### src/rtl/core/bwd_pkg.sv
// Shared widths, register indexes, fill codes and types of the blitter word datapath.
package bwd_pkg;

  localparam int WORD_W      = 16;
  localparam int SHIFT_W     = 4;
  localparam int MINTERM_W   = 8;
  localparam int CFG_INDEX_W = 3;

  // Configuration register indexes
  localparam logic [CFG_INDEX_W-1:0] REG_MINTERM       = 3'd0;
  localparam logic [CFG_INDEX_W-1:0] REG_A_SHIFT       = 3'd1;
  localparam logic [CFG_INDEX_W-1:0] REG_B_SHIFT       = 3'd2;
  localparam logic [CFG_INDEX_W-1:0] REG_FIRST_MASK    = 3'd3;
  localparam logic [CFG_INDEX_W-1:0] REG_LAST_MASK     = 3'd4;
  localparam logic [CFG_INDEX_W-1:0] REG_FILL_MODE     = 3'd5;
  localparam logic [CFG_INDEX_W-1:0] REG_DESCENDING    = 3'd6;
  localparam logic [CFG_INDEX_W-1:0] REG_FILL_CARRY_IN = 3'd7;

  // Fill modes: any mode with the exclusive bit set fills exclusively,
  // the remaining non-zero mode fills inclusively
  localparam logic [1:0] FILL_NONE = 2'd0;
  localparam logic [1:0] FILL_EXCL = 2'd2;

  localparam logic [WORD_W-1:0] WORD_ONES = {WORD_W{1'b1}};

  typedef logic [WORD_W-1:0] word_t;

  typedef struct packed {
    logic [MINTERM_W-1:0] minterm;
    logic [SHIFT_W-1:0]   a_shift;
    logic [SHIFT_W-1:0]   b_shift;
    word_t                first_mask;
    word_t                last_mask;
    logic [1:0]           fill_mode;
    logic                 descending;
    logic                 fill_carry_in;
  } bwd_cfg_t;

  typedef struct packed {
    word_t a_word;
    word_t b_word;
    word_t c_word;
    logic  row_first;
    logic  row_last;
    logic  blit_first;
  } bwd_item_t;

  // Fill control handed to the combine stage
  typedef struct packed {
    logic [1:0] mode;
    logic       carry;
  } bwd_fill_ctl_t;

endpackage

### src/rtl/core/bwd_if.sv
// Valid/ready channels carrying source words in and destination words out.
interface bwd_in_if;
  import bwd_pkg::*;

  logic  valid;
  logic  ready;
  word_t a_word;
  word_t b_word;
  word_t c_word;
  logic  row_first;
  logic  row_last;
  logic  blit_first;

  modport source (
    output valid, a_word, b_word, c_word, row_first, row_last, blit_first,
    input  ready
  );
  modport sink (
    input  valid, a_word, b_word, c_word, row_first, row_last, blit_first,
    output ready
  );
endinterface

interface bwd_out_if;
  import bwd_pkg::*;

  logic  valid;
  logic  ready;
  word_t d_word;
  logic  all_zero;

  modport source (output valid, d_word, all_zero, input ready);
  modport sink (input valid, d_word, all_zero, output ready);
endinterface

### src/rtl/core/bwd_barrel.sv
// Barrel shifter joining a channel's previous and current word.
module bwd_barrel (
  input  bwd_pkg::word_t                prev,
  input  bwd_pkg::word_t                cur,
  input  logic [bwd_pkg::SHIFT_W-1:0]   shift,
  input  logic                          left,
  output bwd_pkg::word_t                result
);
  import bwd_pkg::*;

  logic [2*WORD_W-1:0] asc_joined;
  logic [2*WORD_W-1:0] desc_joined;

  // Right shift takes the low half of {prev, cur}; left shift takes the high
  // half of {cur, prev}, so the top bits of prev enter from below and a zero
  // shift leaves the current word
  always_comb begin
    asc_joined  = {prev, cur} >> shift;
    desc_joined = {cur, prev} << shift;
    result      = left ? desc_joined[2*WORD_W-1:WORD_W] : asc_joined[WORD_W-1:0];
  end

endmodule

### src/rtl/core/bwd_combine.sv
// Minterm truth table over A, B, C followed by optional inclusive or exclusive area fill.
module bwd_combine (
  input  bwd_pkg::word_t                   a,
  input  bwd_pkg::word_t                   b,
  input  bwd_pkg::word_t                   c,
  input  logic [bwd_pkg::MINTERM_W-1:0]    minterm,
  input  bwd_pkg::bwd_fill_ctl_t           fill,
  output bwd_pkg::word_t                   d,
  output logic                             carry_out
);
  import bwd_pkg::*;

  word_t raw;
  word_t parity;
  word_t filled;
  logic  excl;

  // Look up each bit position in the truth table
  always_comb begin
    for (int i = 0; i < WORD_W; i++) begin
      raw[i] = minterm[{a[i], b[i], c[i]}];
    end
  end

  // Carry after bit i is the incoming carry xor the parity of bits 0..i
  always_comb begin
    excl = (fill.mode & FILL_EXCL) != FILL_NONE;
    for (int i = 0; i < WORD_W; i++) begin
      parity[i] = fill.carry ^ (^(raw & (WORD_ONES >> (WORD_W - 1 - i))));
      filled[i] = excl ? parity[i] : ((parity[i] ^ raw[i]) | raw[i]);
    end
  end

  // Pass through when fill is off, keeping the carry
  always_comb begin
    if (fill.mode == FILL_NONE) begin
      d         = raw;
      carry_out = fill.carry;
    end else begin
      d         = filled;
      carry_out = parity[WORD_W-1];
    end
  end

endmodule

### src/rtl/core/blitter_word_datapath_unit.sv
// Blitter word datapath: takes one word set (A, B, C and row/blit flags) per clock
// while dst.ready holds and returns the destination word and a sticky all-zero flag.
// A word is registered at acceptance, passes masking, both barrel shifts, the minterm
// table and the area fill combinationally, and lands in the result register when that
// register is free or being emptied, which raises dst.valid. The previous-word history
// and the fill carry are updated together with the result register, so consecutive
// words chain without a bubble.
// Configuration writes are taken at any time but must only be issued while no word
// is in flight.
module blitter_word_datapath_unit (
  input  logic                              clk,
  input  logic                              rst,
  input  logic                              cfg_write,
  input  logic [bwd_pkg::CFG_INDEX_W-1:0]   cfg_index,
  input  bwd_pkg::word_t                    cfg_data,
  bwd_in_if.sink                            src,
  bwd_out_if.source                         dst
);
  import bwd_pkg::*;

  bwd_cfg_t      cfg;
  bwd_item_t     item;
  logic          in_valid;
  logic          out_valid;
  word_t         out_d;
  logic          out_zero;

  word_t         a_previous;
  word_t         b_previous;
  logic          row_fill_carry;
  logic          any_nonzero;

  logic          advance;
  word_t         a_masked;
  word_t         a_prev_eff;
  word_t         b_prev_eff;
  word_t         a_shifted;
  word_t         b_shifted;
  bwd_fill_ctl_t fill;
  word_t         d_next;
  logic          carry_next;
  logic          any_nonzero_next;

  // Move the held word on when the result register is free or being emptied
  assign advance   = in_valid && (!out_valid || dst.ready);
  assign src.ready = !in_valid || advance;

  assign dst.valid    = out_valid;
  assign dst.d_word   = out_d;
  assign dst.all_zero = out_zero;

  // Mask A at the row edges, drop history at the start of a blit and pick the fill carry
  always_comb begin
    a_masked = item.a_word;
    if (item.row_first) begin
      a_masked = a_masked & cfg.first_mask;
    end
    if (item.row_last) begin
      a_masked = a_masked & cfg.last_mask;
    end
    a_prev_eff = item.blit_first ? '0 : a_previous;
    b_prev_eff = item.blit_first ? '0 : b_previous;
    fill.mode  = cfg.fill_mode;
    fill.carry = item.row_first ? cfg.fill_carry_in : row_fill_carry;
  end

  bwd_barrel u_a_barrel (
    .prev   (a_prev_eff),
    .cur    (a_masked),
    .shift  (cfg.a_shift),
    .left   (cfg.descending),
    .result (a_shifted)
  );

  bwd_barrel u_b_barrel (
    .prev   (b_prev_eff),
    .cur    (item.b_word),
    .shift  (cfg.b_shift),
    .left   (cfg.descending),
    .result (b_shifted)
  );

  bwd_combine u_combine (
    .a         (a_shifted),
    .b         (b_shifted),
    .c         (item.c_word),
    .minterm   (cfg.minterm),
    .fill      (fill),
    .d         (d_next),
    .carry_out (carry_next)
  );

  // Track whether any word of this blit was nonzero
  assign any_nonzero_next = (any_nonzero && !item.blit_first) || (d_next != '0);

  // Control, configuration and channel history
  always_ff @(posedge clk) begin
    if (rst) begin
      in_valid           <= 1'b0;
      out_valid          <= 1'b0;
      a_previous         <= '0;
      b_previous         <= '0;
      row_fill_carry     <= 1'b0;
      any_nonzero        <= 1'b0;
      cfg.minterm        <= '0;
      cfg.a_shift        <= '0;
      cfg.b_shift        <= '0;
      cfg.first_mask     <= WORD_ONES;
      cfg.last_mask      <= WORD_ONES;
      cfg.fill_mode      <= FILL_NONE;
      cfg.descending     <= 1'b0;
      cfg.fill_carry_in  <= 1'b0;
    end else begin
      if (cfg_write) begin
        unique case (cfg_index)
          REG_MINTERM:       cfg.minterm       <= cfg_data[MINTERM_W-1:0];
          REG_A_SHIFT:       cfg.a_shift       <= cfg_data[SHIFT_W-1:0];
          REG_B_SHIFT:       cfg.b_shift       <= cfg_data[SHIFT_W-1:0];
          REG_FIRST_MASK:    cfg.first_mask    <= cfg_data;
          REG_LAST_MASK:     cfg.last_mask     <= cfg_data;
          REG_FILL_MODE:     cfg.fill_mode     <= cfg_data[1:0];
          REG_DESCENDING:    cfg.descending    <= cfg_data[0];
          REG_FILL_CARRY_IN: cfg.fill_carry_in <= cfg_data[0];
        endcase
      end
      if (src.ready) begin
        in_valid <= src.valid;
      end
      if (advance) begin
        out_valid      <= 1'b1;
        a_previous     <= a_masked;
        b_previous     <= item.b_word;
        row_fill_carry <= carry_next;
        any_nonzero    <= any_nonzero_next;
      end else if (dst.ready) begin
        out_valid <= 1'b0;
      end
    end
  end

  // Hold the accepted word and the finished result
  always_ff @(posedge clk) begin
    if (src.valid && src.ready) begin
      item.a_word     <= src.a_word;
      item.b_word     <= src.b_word;
      item.c_word     <= src.c_word;
      item.row_first  <= src.row_first;
      item.row_last   <= src.row_last;
      item.blit_first <= src.blit_first;
    end
    if (advance) begin
      out_d    <= d_next;
      out_zero <= !any_nonzero_next;
    end
  end

endmodule

### src/flat_wrapper.sv
// flat-port wrapper written by rule: the top's interface ports become plain ports
module blitter_word_datapath_unit_flat import bwd_pkg::*;
  (clk, rst, cfg_write, cfg_index, cfg_data, src_valid, src_a_word, src_b_word, src_c_word, src_row_first, src_row_last, src_blit_first, src_ready, dst_valid, dst_d_word, dst_all_zero, dst_ready);
  bwd_in_if src_i ();
  bwd_out_if dst_i ();
  input  logic clk;
  input  logic rst;
  input  logic cfg_write;
  input  logic [bwd_pkg::CFG_INDEX_W-1:0] cfg_index;
  input  bwd_pkg::word_t cfg_data;
  input wire logic [$bits(src_i.valid)-1:0] src_valid;
  input wire logic [$bits(src_i.a_word)-1:0] src_a_word;
  input wire logic [$bits(src_i.b_word)-1:0] src_b_word;
  input wire logic [$bits(src_i.c_word)-1:0] src_c_word;
  input wire logic [$bits(src_i.row_first)-1:0] src_row_first;
  input wire logic [$bits(src_i.row_last)-1:0] src_row_last;
  input wire logic [$bits(src_i.blit_first)-1:0] src_blit_first;
  output wire logic [$bits(src_i.ready)-1:0] src_ready;
  output wire logic [$bits(dst_i.valid)-1:0] dst_valid;
  output wire logic [$bits(dst_i.d_word)-1:0] dst_d_word;
  output wire logic [$bits(dst_i.all_zero)-1:0] dst_all_zero;
  input wire logic [$bits(dst_i.ready)-1:0] dst_ready;
  assign src_i.valid = src_valid;
  assign src_i.a_word = src_a_word;
  assign src_i.b_word = src_b_word;
  assign src_i.c_word = src_c_word;
  assign src_i.row_first = src_row_first;
  assign src_i.row_last = src_row_last;
  assign src_i.blit_first = src_blit_first;
  assign src_ready = src_i.ready;
  assign dst_valid = dst_i.valid;
  assign dst_d_word = dst_i.d_word;
  assign dst_all_zero = dst_i.all_zero;
  assign dst_i.ready = dst_ready;
  blitter_word_datapath_unit u_core (.clk(clk), .rst(rst), .cfg_write(cfg_write), .cfg_index(cfg_index), .cfg_data(cfg_data), .src(src_i), .dst(dst_i));
endmodule
### config.mk
export PLATFORM = sky130hd
export DESIGN_NAME = blitter_word_datapath_unit_flat
export DESIGN_NICKNAME = d
export VERILOG_FILES = /design/src/rtl/core/bwd_pkg.sv /design/src/rtl/core/bwd_if.sv /design/src/rtl/core/bwd_barrel.sv /design/src/rtl/core/bwd_combine.sv /design/src/rtl/core/blitter_word_datapath_unit.sv /design/src/flat_wrapper.sv
export SDC_FILE = /design/constraint.sdc
export NUM_CORES = 1
export LEC_CHECK = 0
export BUFFER_PORTS_ARGS = -buffer_cell sky130_fd_sc_hd__buf_4
export CORE_MARGIN = 1.5
export CORE_UTILIZATION = 40
export DETAILED_ROUTE_END_ITERATION = 7
export SLEW_MARGIN = 20
export SYNTH_ARGS = -nofsm -noshare
export SYNTH_HDL_FRONTEND = slang
export SYNTH_SLANG_ARGS = --single-unit
### constraint.sdc
create_clock -name clk -period 7.18 [get_ports clk]
set_input_delay 1.436 -clock clk [delete_from_list [all_inputs] [get_ports clk]]
set_output_delay 1.436 -clock clk [all_outputs]
set_load 0.01 [all_outputs]
==> results.py <==
metrics = {
    "timing": {
        "max_clock_freq_mhz": 172.5,
        "period_needed_ns": 5.796,
        "finalHoldViolCount": 0,
        "maxSlewViolCount": 0,
        "tightest_slew_ns": 1.112,
        "relSlewSlack_pct": 25.89,
        "setup_viol": 0,
        "rsz0062_at_grt": "false",
        "fin_crit_sh_pct": 80.72,
        "hold_ws_ns": 0.4987,
        "fin_skew_ns": 0.01420,
        "final.setup.tns_ns": 0,
    },
    "clock_network": {
        "cts_buffers": 17,
        "insertion_delay_ns": 0.46,
        "ctsHoldBuffers": 0,
        "cts_resized": 0,
        "ctsRootBufferMaster": "clkbuf_16",
        "post-cts-setup-buffers": 0,
        "clkSinkCount": 156,
        "clock_path_buffers": 2,
        "tritoncts": "built",
        "path_clk_slew_ns": 0.08,
        "h-tree-depth": 4,
    },
    "drt": {
        "route.detailed.drc": 0,
        "routed_via_density": 6.487,
        "wl_per_cell_um": 24.27,
        "initialDrtViolationCount": 1471,
        "vias": 12540,
        "drt_wl_total_mm": 46.92,
        "ant_nets": 0,
        "first_pass_iters": 6,
    },
    "setup_path": {
        "worst-path-max-fanout": 31,
        "worstSetupStartpointType": "register",
        "crit_type": "reg -> reg",
        "crit_path_end": "u_core.row_fill_carry$_SDFFE_PP0P_",
        "r2r_cells": 13,
        "worstPathRequired_ns": 7.57,
        "crit_chain": "clkinv_1 -> o21bai_1 -> o221ai_1 -> o32ai_2 -> mux2_2 -> nor2_2 -> xnor2_4 -> xnor3_2 -> xnor3_1 -> or3_1 -> o2111ai_1 -> or4_1 -> o21ai_1",
        "cp_num_buf_inv": 1,
        "critical_path.endpoint_type": "register",
        "max_stage_delay_ns": 0.79,
        "timing.rr.start": "u_core.cfg[41]$_SDFFE_PP0P_",
        "timing.rr.end": "u_core.row_fill_carry$_SDFFE_PP0P_",
        "r2r_slack_ns": 1.38,
        "setup.worst_path.start": "u_core.cfg[41]$_SDFFE_PP0P_",
        "cp_top_family": "compound AO/OA/AOI/OAI gates",
        "critPathSlowestCell": "dfxtp_2",
        "crit_cells": 13,
        "crit_arrival_ns": 6.19,
    },
    "synthesis": {
        "synth-edff-count": 68,
        "avgSynthCellArea_um2": 9.324,
        "synth_seq_area_share_pct": 27.41,
        "synth_seq_cells": 156,
        "synth_ff_type": "dfxtp_1",
        "synth_warnings": 0,
        "yosysUniqueCellTypes": 103,
        "syn-num-nets": 1564,
        "netlist_instances": 1488,
        "synth_async_sr_flop_share_pct": 0,
        "syn-cell-area_um2": 13870,
    },
    "layout": {
        "instances_no_fill": 1933,
        "drive_gt1_share_pct": 19.35,
        "areaGrowthSynthToFinish_pct": 8.973,
        "final_cell_area_um2": 15120,
        "antenna_cells": 0,
        "final_util_pct": 43.99,
        "fin_nets": 1541,
    },
    "placement": {
        "io_buffers": 93,
        "dp_hpwl_mm": 33.01,
        "dp.cells": 1901,
        "place.gp.congestion": 0.9872,
        "dpl-instance-area_um2": 14560,
    },
    "run": {
        "maxCapViolCount": 0,
    },
    "grt": {
        "grt_max_degree": 90,
        "overflow": 0,
        "grt_pass1_vias": 11650,
        "track_usage_pct": 26.17,
        "grt_antenna_before_repair": 0,
        "grt_pass1_wl_mm": 71.83,
    },
    "floorplan": {
        "io_pins": 94,
        "rows": 68,
        "die_x_um": 189.2,
        "dieArea_um2": 35810,
        "fp.dieH_um": 189.2,
        "start_util_pct": 40.36,
        "fp.coreArea_um2": 34370,
    },
    "pwr": {
        "power_density_nw_per_um2": 166.7,
        "p_leak_uw": 0.005277,
        "vdd_drop_max_mv": 0.1765,
    },
    "hold_path": {
        "hp-class": "reg -> reg",
    },
    "outcome": {
        "status": "completed",
    },
}
## synth_stat cells (8+ instances only)
cell | number | area share (%)
nor3_1 | 17 | 0.61
buf_2 | 33 | 1.2
mux2i_1 | 168 | 12
and3_1 | 15 | 0.68
or3_1 | 9 | 0.41
and2_1 | 8 | 0.36
mux2_2 | 32 | 2.6
o221ai_1 | 13 | 0.82
mux4_2 | 77 | 12
nor2b_1 | 47 | 2.1
buf_1 | 25 | 0.68
inv_1 | 14 | 0.38
clkbuf_1 | 72 | 1.9
o211ai_1 | 16 | 0.87
dfxtp_1 | 88 | 13
nand3_1 | 26 | 0.94
a211oi_1 | 15 | 0.81
o21ai_0 | 45 | 1.6
a21oi_1 | 91 | 3.3
nand2_1 | 123 | 3.3
a31oi_1 | 11 | 0.50
buf_4 | 13 | 0.70
a211o_1 | 39 | 2.5
o2111ai_1 | 12 | 0.76
nor2_1 | 142 | 3.8
edfxtp_1 | 68 | 15
nand2b_1 | 39 | 1.8
nor4_1 | 8 | 0.36
nand4_1 | 27 | 1.2
o22ai_1 | 17 | 0.77
## kinds of logic after synthesis
group,Yosys count,synth area share [%]
fa+ha+maj,1,0.09017
simple gates,501,18.04
mux,285,28.55
flops,156,27.41
compound gates,351,17.55
buf+inv,174,6.114
xor+xnor,20,2.237
## layout make-up
| class | count | area, µm² |
|---|---|---|
| Fill cell | 3438 | 19250 |
| Inverter | 18 | 67.56 |
| Timing Repair Buffer | 114 | 868.3 |
| Clock buffer | 23 | 490.5 |
| Multi-Input combinational cell | 1158 | 9234 |
| Clock inverter | 9 | 73.82 |
| Sequential cell | 156 | 3816 |
| Tap cell | 455 | 569.3 |
## registers in the layout, summed over array words and instances, names as in the netlist
| signal | cells |
|---|---|
| u_core.dst.valid | 1 |
| u_core.dst.d_word | 16 |
| u_core.b_previous | 16 |
| u_core.in_valid | 1 |
| u_core.row_fill_carry | 1 |
| u_core.dst.all_zero | 1 |
| u_core.any_nonzero | 1 |
| u_core.a_previous | 16 |
| u_core.item | 51 |
| u_core.cfg | 52 |
## layer usage
layer	part of all wire, %	routed length (µm)	GRT usage (%)	vias up
met4	3.3	1570	10.29	0
met2	47	22250	42.41	591
met3	6.7	3127	3.540	98
li1	-	-	-	5623
met5	0	0	0	-
met1	43	19970	35.39	6228
## tightest hold or removal path: stages (launching register included)
cell	delay, ns
dfxtp_1	0.32
nand3b_1	0.08
o21ai_1	0.06
## report_power, final
group / internal (µW) / switching [µW]
clock network: 490 / 399
registers: 974 / 82.3
logic: 263 / 312
## cells in the final DEF (no fill, tap or decap), drive strengths merged, types with 19 or more instances in the layout
cell type	synthesis	layout
mux2i	170	170
nor2	143	143
nand2	124	124
buf	82	114
a21oi	91	91
dfxtp	88	88
mux4	83	83
edfxtp	68	68
o21ai	51	51
nor2b	47	47
a211o	39	39
nand2b	39	39
mux2	32	32
nand4	27	27
nand3	27	27
clkbuf	74	23
inv	15	19
## worst min-delay path by stage
| stage | start | to | slack, ns | cells after the start |
|---|---|---|---|---|
| 2_1_floorplan | u_core.row_fill_carry$_SDFFE_PP0P_ | u_core.row_fill_carry$_SDFFE_PP0P_ | 0.45 | 2 |
| 3_3_place_gp | u_core.row_fill_carry$_SDFFE_PP0P_ | u_core.row_fill_carry$_SDFFE_PP0P_ | 0.48 | 2 |
| 3_5_place_dp | u_core.row_fill_carry$_SDFFE_PP0P_ | u_core.row_fill_carry$_SDFFE_PP0P_ | 0.48 | 2 |
| 4_1_cts | u_core.row_fill_carry$_SDFFE_PP0P_ | u_core.row_fill_carry$_SDFFE_PP0P_ | 0.49 | 2 |
| 5_1_grt | u_core.row_fill_carry$_SDFFE_PP0P_ | u_core.row_fill_carry$_SDFFE_PP0P_ | 0.53 | 2 |
| 6_report | u_core.row_fill_carry$_SDFFE_PP0P_ | u_core.row_fill_carry$_SDFFE_PP0P_ | 0.50 | 2 |
## metrics by stage
stage / setup WS, ns / power [µW]
2_1_floorplan: 2.811 / 1463
6_report: 1.384 / 2521
3_5_place_dp: 1.458 / 1639
3_3_place_gp: 1.484 / 1633
4_1_cts: 1.447 / 2535
5_1_grt: 0.9483 / 2626
(Power assumes the default switching activity.)
